**src/rtl/glt_pkg.sv**
```systemverilog
`timescale 1ns / 1ps
`default_nettype none

package glt_pkg;

    // table geometry
    localparam int GLYPH_ENTRIES = 128;
    localparam int IDX_W         = $clog2(GLYPH_ENTRIES);
    localparam int CNT_W         = $clog2(GLYPH_ENTRIES + 1);

    // field widths
    localparam int CODE_W   = 16;
    localparam int GWIDTH_W = 8;
    localparam int FH_W     = 8;
    localparam int SCALE_W  = 12;
    localparam int INDEX_W  = 8;
    localparam int PEN_X_W  = 24;
    localparam int PEN_Y_W  = 16;
    localparam int ADV_W    = 20;

    localparam int CFG_IDX_W  = 1;
    localparam int CFG_DATA_W = 12;

    localparam logic [CODE_W-1:0]  NEWLINE_CODE = 16'h000A;
    localparam logic [PEN_X_W-1:0] PEN_X_MAX    = '1;
    localparam logic [PEN_Y_W-1:0] PEN_Y_MAX    = '1;

    localparam logic [FH_W-1:0]    FONT_HEIGHT_RST = 8'd16;
    localparam logic [SCALE_W-1:0] WIDTH_SCALE_RST = 12'd256;

    // configuration register indexes
    localparam logic [CFG_IDX_W-1:0] REG_FONT_HEIGHT = 1'd0;
    localparam logic [CFG_IDX_W-1:0] REG_WIDTH_SCALE = 1'd1;

    typedef enum logic [1:0] {
        OP_LOAD   = 2'd0,
        OP_CLEAR  = 2'd1,
        OP_LAYOUT = 2'd2
    } opcode_t;

    typedef enum logic [1:0] {
        ST_IDLE,
        ST_SEARCH,
        ST_SCALE,
        ST_EMIT
    } state_t;

    typedef struct packed {
        logic [1:0]          opcode;
        logic [CODE_W-1:0]   char_code;
        logic [GWIDTH_W-1:0] glyph_width;
        logic                first_char;
    } in_item_t;

    typedef struct packed {
        logic [INDEX_W-1:0] glyph_index;
        logic [PEN_X_W-1:0] pen_x;
        logic [PEN_Y_W-1:0] pen_y;
        logic [ADV_W-1:0]   advance;
    } out_item_t;

    // one glyph table entry
    typedef struct packed {
        logic [CODE_W-1:0]   code;
        logic [GWIDTH_W-1:0] width;
    } entry_t;

endpackage

`default_nettype wire

```
**src/rtl/glyph_text_layout.sv**
```systemverilog
// Bitmap font text layout. Load items append (code, width) glyph entries to a
// 128-entry table held in one synchronous RAM; codes must arrive strictly
// ascending, other loads and loads into a full table are dropped, and a clear
// item empties the table without touching the pen. A layout item optionally
// resets the pen, handles newline (x back to 0, y down by font_height,
// saturating), then binary-searches the table. A hit returns the 1-based
// entry index, the pen position and the width scaled by width_scale (Q4.8),
// after which pen x advances and saturates. Load, clear and unused opcodes
// finish in the cycle they are taken. A layout item on a non-empty table
// issues its first RAM probe when taken; the search loop then issues each
// further probe (up to 8 probes for 128 entries) in the cycle the previous
// read data arrives. A hit goes on through the width multiply (ST_SCALE)
// and the emit with pen update (ST_EMIT); a miss returns to idle. A finished
// result waits in the output register, and the next item is taken meanwhile;
// a later hit that reaches its emit cycle while that result is still stalled
// holds the input until the result drains. Configuration writes take effect
// at once and belong to idle time.
`timescale 1ns / 1ps
`default_nettype none

module glyph_text_layout (
    input  wire logic                             clk,
    input  wire logic                             rst_n,
    // input items
    input  wire logic                             item_valid,
    output logic                                  item_stall,
    input  wire glt_pkg::in_item_t                item,
    // result items
    output logic                                  result_valid,
    input  wire logic                             result_stall,
    output glt_pkg::out_item_t                    result,
    // configuration write port
    input  wire logic                             cfg_we,
    input  wire logic [glt_pkg::CFG_IDX_W-1:0]    cfg_index,
    input  wire logic [glt_pkg::CFG_DATA_W-1:0]   cfg_data
);

    // control state
    glt_pkg::state_t state_reg, state_next;

    logic [glt_pkg::CNT_W-1:0]   count_reg, count_next;
    logic [glt_pkg::CODE_W-1:0]  last_code_reg, last_code_next;   // code of newest entry
    logic [glt_pkg::PEN_X_W-1:0] cursor_x_reg, cursor_x_next;
    logic [glt_pkg::PEN_Y_W-1:0] cursor_y_reg, cursor_y_next;
    logic [glt_pkg::FH_W-1:0]    font_height_reg;
    logic [glt_pkg::SCALE_W-1:0] width_scale_reg;

    // search window and working item
    logic [glt_pkg::CODE_W-1:0]   code_reg, code_next;
    logic [glt_pkg::CNT_W-1:0]    lo_reg, lo_next;
    logic [glt_pkg::CNT_W-1:0]    hi_reg, hi_next;
    logic [glt_pkg::CNT_W-1:0]    mid_reg, mid_next;
    logic [glt_pkg::CNT_W-1:0]    pos_reg, pos_next;
    logic [glt_pkg::GWIDTH_W-1:0] gwidth_reg, gwidth_next;
    logic [glt_pkg::ADV_W-1:0]    adv_reg, adv_next;

    // output register
    logic               out_valid_reg, out_valid_next;
    glt_pkg::out_item_t out_reg, out_next;

    // table RAM
    logic                      ram_we;
    logic [glt_pkg::IDX_W-1:0] ram_waddr;
    glt_pkg::entry_t           ram_wdata;
    logic                      ram_re;
    glt_pkg::entry_t           ram_rdata;

    logic in_fire;
    logic emit_fire;

    // layout item: pen after first_char and newline handling
    logic [glt_pkg::PEN_X_W-1:0] pen_x_start;
    logic [glt_pkg::PEN_Y_W-1:0] pen_y_base;
    logic [glt_pkg::PEN_Y_W-1:0] pen_y_start;
    logic [glt_pkg::PEN_Y_W:0]   pen_y_sum;

    // search step
    logic                      probe_hit;
    logic                      probe_less;
    logic [glt_pkg::CNT_W-1:0] srch_lo;
    logic [glt_pkg::CNT_W-1:0] srch_hi;
    logic [glt_pkg::CNT_W-1:0] srch_mid;
    logic                      srch_go;

    logic [glt_pkg::PEN_X_W:0] pen_x_sum;
    logic                      load_ok;

    assign item_stall   = (state_reg != glt_pkg::ST_IDLE);
    assign in_fire      = item_valid && !item_stall;
    assign result_valid = out_valid_reg;
    assign result       = out_reg;

    // output slot is free when empty or being drained this cycle
    assign emit_fire = (state_reg == glt_pkg::ST_EMIT) && (!out_valid_reg || !result_stall);

    glt_ram #(
        .DEPTH (glt_pkg::GLYPH_ENTRIES),
        .WIDTH ($bits(glt_pkg::entry_t))
    ) u_table (
        .clk   (clk),
        .we    (ram_we),
        .waddr (ram_waddr),
        .wdata (ram_wdata),
        .re    (ram_re),
        .raddr (srch_mid[glt_pkg::IDX_W-1:0]),
        .rdata (ram_rdata)
    );

    // pen preparation for a layout item
    always_comb
    begin
        pen_x_start = item.first_char ? '0 : cursor_x_reg;
        pen_y_base  = item.first_char ? '0 : cursor_y_reg;
        pen_y_sum   = {1'b0, pen_y_base} + {{(glt_pkg::PEN_Y_W + 1 - glt_pkg::FH_W){1'b0}},
                                             font_height_reg};
        pen_y_start = pen_y_base;
        if (item.char_code == glt_pkg::NEWLINE_CODE)
        begin
            pen_x_start = '0;
            pen_y_start = pen_y_sum[glt_pkg::PEN_Y_W] ? glt_pkg::PEN_Y_MAX
                                                      : pen_y_sum[glt_pkg::PEN_Y_W-1:0];
        end
    end

    // one binary search step: narrow the window by the probe just read,
    // or open the window [0, count) when a layout item is taken
    assign probe_hit  = (ram_rdata.code == code_reg);
    assign probe_less = (ram_rdata.code < code_reg);

    always_comb
    begin
        if (state_reg == glt_pkg::ST_SEARCH)
        begin
            srch_lo = probe_less ? mid_reg + 1'b1 : lo_reg;
            srch_hi = probe_less ? hi_reg : mid_reg;
        end
        else
        begin
            srch_lo = '0;
            srch_hi = count_reg;
        end
        srch_mid = srch_lo + ((srch_hi - srch_lo) >> 1);
        srch_go  = (srch_lo < srch_hi);
    end

    assign load_ok = (count_reg < glt_pkg::CNT_W'(glt_pkg::GLYPH_ENTRIES))
                  && ((count_reg == '0) || (item.char_code > last_code_reg));

    assign pen_x_sum = {1'b0, cursor_x_reg}
                     + {{(glt_pkg::PEN_X_W + 1 - glt_pkg::ADV_W){1'b0}}, adv_reg};

    // next state
    always_comb
    begin
        state_next = state_reg;
        case (state_reg)
            glt_pkg::ST_IDLE:
            begin
                if (in_fire && (item.opcode == glt_pkg::OP_LAYOUT) && srch_go)
                begin
                    state_next = glt_pkg::ST_SEARCH;
                end
            end
            glt_pkg::ST_SEARCH:
            begin
                if (probe_hit)
                begin
                    state_next = glt_pkg::ST_SCALE;
                end
                else if (!srch_go)
                begin
                    state_next = glt_pkg::ST_IDLE;   // miss
                end
            end
            glt_pkg::ST_SCALE:
            begin
                state_next = glt_pkg::ST_EMIT;
            end
            glt_pkg::ST_EMIT:
            begin
                if (emit_fire)
                begin
                    state_next = glt_pkg::ST_IDLE;
                end
            end
            default:
            begin
                state_next = glt_pkg::ST_IDLE;
            end
        endcase
    end

    // datapath and RAM control
    always_comb
    begin
        count_next     = count_reg;
        last_code_next = last_code_reg;
        cursor_x_next  = cursor_x_reg;
        cursor_y_next  = cursor_y_reg;
        code_next      = code_reg;
        lo_next        = lo_reg;
        hi_next        = hi_reg;
        mid_next       = mid_reg;
        pos_next       = pos_reg;
        gwidth_next    = gwidth_reg;
        adv_next       = adv_reg;
        out_next       = out_reg;
        out_valid_next = out_valid_reg && result_stall;
        ram_we         = 1'b0;
        ram_waddr      = count_reg[glt_pkg::IDX_W-1:0];
        ram_wdata      = '{code: item.char_code, width: item.glyph_width};
        ram_re         = 1'b0;

        case (state_reg)
            glt_pkg::ST_IDLE:
            begin
                if (in_fire)
                begin
                    case (item.opcode)
                        glt_pkg::OP_LOAD:
                        begin
                            if (load_ok)
                            begin
                                ram_we         = 1'b1;
                                count_next     = count_reg + 1'b1;
                                last_code_next = item.char_code;
                            end
                        end
                        glt_pkg::OP_CLEAR:
                        begin
                            count_next = '0;
                        end
                        glt_pkg::OP_LAYOUT:
                        begin
                            cursor_x_next = pen_x_start;
                            cursor_y_next = pen_y_start;
                            code_next     = item.char_code;
                            lo_next       = srch_lo;
                            hi_next       = srch_hi;
                            mid_next      = srch_mid;
                            ram_re        = srch_go;
                        end
                        default:
                        begin
                            count_next = count_reg;   // unused opcode, no effect
                        end
                    endcase
                end
            end
            glt_pkg::ST_SEARCH:
            begin
                if (probe_hit)
                begin
                    pos_next    = mid_reg + 1'b1;
                    gwidth_next = ram_rdata.width;
                end
                else
                begin
                    lo_next  = srch_lo;
                    hi_next  = srch_hi;
                    mid_next = srch_mid;
                    ram_re   = srch_go;
                end
            end
            glt_pkg::ST_SCALE:
            begin
                // 8 x 12 bit product, exact in 20 bits
                adv_next = glt_pkg::ADV_W'(gwidth_reg * width_scale_reg);
            end
            glt_pkg::ST_EMIT:
            begin
                if (emit_fire)
                begin
                    out_valid_next      = 1'b1;
                    out_next.glyph_index = glt_pkg::INDEX_W'(pos_reg);
                    out_next.pen_x       = cursor_x_reg;
                    out_next.pen_y       = cursor_y_reg;
                    out_next.advance     = adv_reg;
                    cursor_x_next = pen_x_sum[glt_pkg::PEN_X_W] ? glt_pkg::PEN_X_MAX
                                                                : pen_x_sum[glt_pkg::PEN_X_W-1:0];
                end
            end
            default:
            begin
                out_next = out_reg;
            end
        endcase
    end

    // control registers
    always_ff @(posedge clk or negedge rst_n)
    begin
        if (!rst_n)
        begin
            state_reg     <= glt_pkg::ST_IDLE;
            count_reg     <= '0;
            cursor_x_reg  <= '0;
            cursor_y_reg  <= '0;
            out_valid_reg <= 1'b0;
        end
        else
        begin
            state_reg     <= state_next;
            count_reg     <= count_next;
            cursor_x_reg  <= cursor_x_next;
            cursor_y_reg  <= cursor_y_next;
            out_valid_reg <= out_valid_next;
        end
    end

    // configuration registers
    always_ff @(posedge clk or negedge rst_n)
    begin
        if (!rst_n)
        begin
            font_height_reg <= glt_pkg::FONT_HEIGHT_RST;
            width_scale_reg <= glt_pkg::WIDTH_SCALE_RST;
        end
        else if (cfg_we)
        begin
            case (cfg_index)
                glt_pkg::REG_FONT_HEIGHT: font_height_reg <= cfg_data[glt_pkg::FH_W-1:0];
                glt_pkg::REG_WIDTH_SCALE: width_scale_reg <= cfg_data[glt_pkg::SCALE_W-1:0];
                default:                  font_height_reg <= font_height_reg;
            endcase
        end
    end

    // payload registers, no reset needed
    always_ff @(posedge clk)
    begin
        last_code_reg <= last_code_next;
        code_reg      <= code_next;
        lo_reg        <= lo_next;
        hi_reg        <= hi_next;
        mid_reg       <= mid_next;
        pos_reg       <= pos_next;
        gwidth_reg    <= gwidth_next;
        adv_reg       <= adv_next;
        out_reg       <= out_next;
    end

endmodule

`default_nettype wire

```
**src/rtl/glt_ram.sv**
```systemverilog
`timescale 1ns / 1ps
`default_nettype none

module glt_ram #(
    parameter int DEPTH = 128,
    parameter int WIDTH = 24
) (
    input  wire logic                     clk,
    input  wire logic                     we,
    input  wire logic [$clog2(DEPTH)-1:0] waddr,
    input  wire logic [WIDTH-1:0]         wdata,
    input  wire logic                     re,
    input  wire logic [$clog2(DEPTH)-1:0] raddr,
    output logic      [WIDTH-1:0]         rdata
);

    logic [WIDTH-1:0] mem [DEPTH];

    always_ff @(posedge clk)
    begin
        if (we)
        begin
            mem[waddr] <= wdata;
        end
    end

    always_ff @(posedge clk)
    begin
        if (re)
        begin
            rdata <= mem[raddr];
        end
    end

endmodule

`default_nettype wire

```
**config.mk**
```make
export PLATFORM = sky130hd
export DESIGN_NAME = glyph_text_layout
export DESIGN_NICKNAME = d
export VERILOG_FILES = /design/src/rtl/glt_pkg.sv /design/src/rtl/glyph_text_layout.sv /design/src/rtl/glt_ram.sv
export SDC_FILE = /design/constraint.sdc
export NUM_CORES = 2
export LEC_CHECK = 0
export BUFFER_PORTS_ARGS = -buffer_cell sky130_fd_sc_hd__buf_2
export CAP_MARGIN = 40
export CORE_MARGIN = 1
export CORE_UTILIZATION = 35
export CTS_BUF_LIST = sky130_fd_sc_hd__clkbuf_8
export DETAILED_ROUTE_END_ITERATION = 10
export SLEW_MARGIN = 20
export SYNTH_ARGS = -nofsm -noshare
export SYNTH_HDL_FRONTEND = slang
export SYNTH_SLANG_ARGS = --single-unit
```
**constraint.sdc**
```tcl
create_clock -name clk -period 19.2 [get_ports clk]
set_clock_uncertainty 0.2 [all_clocks]
set_input_delay 0.96 -clock clk [delete_from_list [all_inputs] [get_ports clk]]
set_output_delay 0.96 -clock clk [all_outputs]
set_load 0.1 [all_outputs]
```
======== Word level (Yosys, flattened, before mapping) ========
Memories as Yosys holds them, arrays and structs flattened. A register that Yosys moved wholly into a read port is not among the register bits.
Index checks and enable logic that the tools add are counted.
word-level totals
  bits in writable memories ............... 3072
  input bits .............................. 45
  output and inout bits ................... 70
  register bits after elaboration ......... 231
  word-level logic and storage cells ...... 120
  memories ................................ 1
memory list
  memory       words  width  read ports  clocked after memory_dff  wr ports  RTL line       text
  u_table.mem  128    24     1           1                         1         glt_ram.sv:17  logic [WIDTH-1:0] mem [DEPTH];
operators by class
  reduce and logical (&&, ||, !) cells .... 28
  $lt $le $gt $ge ......................... 4
  muxes and demuxes ....................... 45
  $add $sub $neg .......................... 6
  eq/ne operators ......................... 15
  $mul .................................... 1
  bitwise logic cells ..................... 1
operator list
  cell                                                               count
  24-bit two-way mux                                                 6
  8-bit two-way mux                                                  14
  8-bit case mux with 2 select lines                                 4
  16-bit two-way mux                                                 3
  24-bit case mux with 2 select lines                                1
  24-bit by 20-bit adder with 25-bit output                          1
  8-bit by 12-bit multiplier with 20-bit output                      1
  16-bit by 8-bit adder with 17-bit output                           1
  8-bit by 1-bit adder with 8-bit output (second input constant)     2
  16-bit == test                                                     1
  16-bit by 4-bit == test with 1-bit output (second input constant)  1
  16-bit > comparator                                                1
  16-bit less-than comparator                                        1
  2-bit inequality test (second input constant)                      6
  4-bit AND reduction                                                3
  1-bit two-way mux                                                  11
  8-bit by 7-bit adder with 8-bit output                             1
  8-bit logical NOT                                                  1
  8-bit less-than comparator                                         1
  8-bit less-than comparator (second input constant)                 1
  2-bit two-way mux                                                  4
  2-bit case mux with 4 select lines                                 1
  2-bit AND reduction                                                4
  2-bit nonzero test                                                 4
  12 further kinds                                                   26

======== Logic depth before layout (Yosys ltp) ========
  depth in word-level cells ............... 9
  gate-level depth with buffers ........... 27
  mapped depth without buffers ............ 24

======== Cells and area by module ========
From an unflattened synthesis, not the netlist that was laid out.
unflattened totals
  cells, all modules ...................... 5809
  area total of the unflattened synthesis .. 131990.3 sq um
by module, submodules not included
  module             instances  cells an instance  sequential area each (sq um)  area an instance (sq um)
  glt_ram            1          4538               92969.2                       117621.6
  glyph_text_layout  1          1271               6583.8                        14368.8

======== Worst setup path after synthesis ========
No wires, ideal clock.
  kind .................................... register to register
  start ................................... register u_table.rdata[16], read port of u_table.mem
  end ..................................... register u_table.rdata[3], read port of u_table.mem, data pin
  required time ........................... 18.740 ns
  slack ................................... 12.588 ns
  cell stages (with the launch flop) ...... 23
  path buffers ............................ 5
  arrival time ............................ 6.152 ns
  library setup time ...................... 0.260 ns
  clock period less this slack ............ 6.612 ns
  cells stage by stage .................... edfxtp_1 ha_1 nand3_1 o221ai_1 o2bb2ai_1 nor3_1 clkbuf_1 a21oi_1 o21a_1 ha_1 fa_1 inv_1 ha_1 clkbuf_1 clkbuf_1 clkbuf_1 buf_1 mux4_2 mux2i_1 mux2i_1 mux2i_1 mux2i_1 mux2_2
on the way
  longest elaborated chain between the ends .. 7
  elaborated cells between the ends (all ways) .. 13
  those cells by class .................... add/sub: 2; order compare: 2; eq/ne: 1; mux: 8
ends and longest elaborated chain
  element                                                                              RTL line       text
  start: declaration                                                                   glt_ram.sv:14  output logic [WIDTH-1:0] rdata
  parallel branches: the longest is 7 deep, another holds 16-bit less-than comparator  -
Parallel ways; which one is timed is not known.
A chain may end at the register's enable or synchronous reset.

======== Worst setup path after layout ========
  start ................................... register u_table.rdata[21], read port of u_table.mem
  end ..................................... register u_table.rdata[16], read port of u_table.mem, data pin
The elaborated chain is that of the path after synthesis.

==> flow_summary_export.csv <==
group,metric,value,unit
critical_path,path_class,"register to register",
critical_path,required,19.93,ns
sta,period_minus_slack,9.46,ns
critical_path,crit_family,"adder cells",
yosys,synthTopCellsByArea,"edfxtp_1, mux4_2, mux2i_1",
run,maxCapViolCount,0,
global_route,grt_max_degree,113,
yosys,synthTopCellsByCount,"edfxtp_1, mux4_2, mux2i_1",
yosys,synth.top_cell.area_share,73.1,%
critical_path,critPathMaxFanout,106,
floorplanning,core,380000,um^2
detailed_routing,wl_per_cell,27.5,um
clock_network,path_clk_slew,0.06,ns
yosys,synth.ff_latch_count,3327,
worst_hold_path,hp-class,"primary input to register",
detailed_routing,drtAntennaViolNets,0,
global_route,grt_pass1_wl,487000,um
detailed_routing,via_count,65900,
detailed_routing,finalWirelength,341000,um
yosys,syn_inst,6341,
sta,fmax,106,MHz
floorplanning,die_y,620,um
critical_path,cp_num_buf_inv,7,
layout,fin_nets,7239,
yosys,synth_area_leader_cell,"edfxtp_1",
yosys,syn_area,134000,um^2
clock_network,cts_max_path_buffers,4,
clock_network,cts_tree,"done",
sta,period_share,49.3,%
layout,largest_reg_flops,3072,
critical_path,crit_path_end_kind,"register",
critical_path,critPathMaxStageDelay,1.22,ns
placement,gp_congestion,0.851,
sta,tightest_slew,0.967,ns
critical_path,crit_slowest_cell,"fa_4",
detailed_routing,initialDrtViolationCount,7039,
sta,max_slew_margin,35.5,%
yosys,ys_seq_area_share,74.4,%
sta,slew_violations,0,
clock_network,cts_root_buf,"clkbuf_8",
critical_path,worst_ep_arrival_time,10.20,ns
global_route,antenna_found_initial,31,
placement,dpl.hpwl,198000,um
layout,area_delta_synth_final,14.3,%
yosys,synth-edff-count,3256,
critical_path,cp_cell_sequence,"ha_1 > nand4_2 > nor4_2 > a21boi_2 > nor3_2 > buf_4 > a211oi_1 > ha_1 > fa_1 > inv_1 > ha_4 > inv_1 > fa_4 > buf_12 > buf_4 > buf_16 > buf_4 > mux4_2 > mux2i_1 > mux2i_1 > mux2i_1 > mux2i_1 > mux2_2",
critical_path,critPathLaunchType,"register",
sta,tns,0,ns
clock_network,clk-insertion-delay-late,1.19,ns
floorplanning,ios,115,
run_status,status,"finished clean",
placement,placed_cell_area,143000,um^2
sta,setup_viol,0,
floorplanning,rows,226,
clock_network,cts_sinks,3327,
clock_network,cts_setup_buffers,0,
detailed_routing,first_pass_iters,6,
detailed_routing,drt_drc_violations_left,0,
clock_network,cts_resized,0,
global_route,track_usage,17.5,%
critical_path,crit_top_cell,"mux2i_1",
layout,drive_above_1_share,27.6,%
yosys,netlist-cell-type-count,75,
yosys,syn_avg_cell_area,21.1,um^2
yosys,yosysMostFrequentCell,"edfxtp_1",
sta,grt_setup_unrepaired,"false",
placement,portBuffers,114,
yosys,synth_top_flop_cell,"edfxtp_1",
yosys,synth_nets,6567,
layout,final_cell_area,153000,um^2
yosys,synthArstFlopShare,2.13,%
global_route,gr-total-overflow,0,
yosys,ys_warn_count,0,
global_route,grt_pass1_vias,67700,
layout,largest-register,"u_table.mem",
detailed_routing,avgViaCountPerCell,5.30,
clock_network,cts_max_level,6,
floorplanning,dieArea,385000,um^2
floorplanning,dieWidth,620,um
floorplanning,start_util,35.2,%
clock_network,numCtsBuffers,541,
sta,hold_viol_final,0,
worst paths after layout:
path                                   start                  to  slack (ns)  cells past startpoint
min                                 item[19]  u_table.mem[7][18]        0.09                      1
min reg2reg                       pos_reg[7]          result[67]        0.21                      0
max reg2reg                u_table.rdata[21]   u_table.rdata[16]        9.74                     23
max in group asynchronous              rst_n  width_scale_reg[8]       18.03                      3
max                        u_table.rdata[21]   u_table.rdata[16]        9.74                     23
min in group asynchronous              rst_n    cursor_y_reg[13]        0.12                      2
logic make-up after synthesis:
group                      Yosys count  synth area share, %
adders and majority gates          181                 2.05
AOI/OAI and AO/OA                  262                 1.26
xor gates and xnor gates            47                0.319
buffers and inverters              456                 1.34
DFF                               3327                 74.4
muxes                             1550                 18.8
and+or+nand+nor                    518                 1.81
placed cells by master (no fill, tap or decap), types with 54 or more instances in the layout:
cell and instances:
ha_1 116, nand2_1 151, dfrtp_1 69, fa_1 63, buf_2 91, mux2i_1 735
mux4_2 768, buf_4 266, nor2_1 54, a21oi_1 58, clkbuf_8 549, edfxtp_1 3256
inv_1 317, o21ai_0 69, nor2_2 121, clkinv_1 108
through the flow:
step	instances	utilization [%]	hold slack [ns]	setup slack, ns
after floorplan	6341	-	0.200	12.59
after global placement	11400	37.4	0.210	8.85
after detailed placement	11500	37.6	0.229	9.63
after CTS	12400	40.2	0.0144	9.56
after global routing	12400	40.3	0.0391	9.25
final	12400	40.3	0.0907	9.74
layer usage:
layer	part of all wire (%)	GRT usage (%)	vias up	routed length (um)
met2	47	27.9	2733	161000
li1	-	-	27500	-
met1	43	24.4	35200	145000
met3	8.1	3.74	494	27500
met5	0.0038	0	-	13
met4	2.1	4.29	2	7340
what timing repair did:
action,in CTS,in global routing
hold buffers,16,1
endpoints found under the setup margin,0,0
endpoints found under the hold margin,140,8
layout make-up:
class	instances	area, um^2
Fill cell	33300	227000
Sequential cell	3327	99600
Multi-Input combinational cell	2558	32900
Clock buffer	549	7560
Tap cell	5016	6280
Timing Repair Buffer	431	3790
Clock inverter	383	2180
Inverter	154	579
Antenna cell	15	37.5
Power is left out: the tool's default activity adds up to more than one toggle a clock period on the data nets, which glitch-free logic cannot reach.
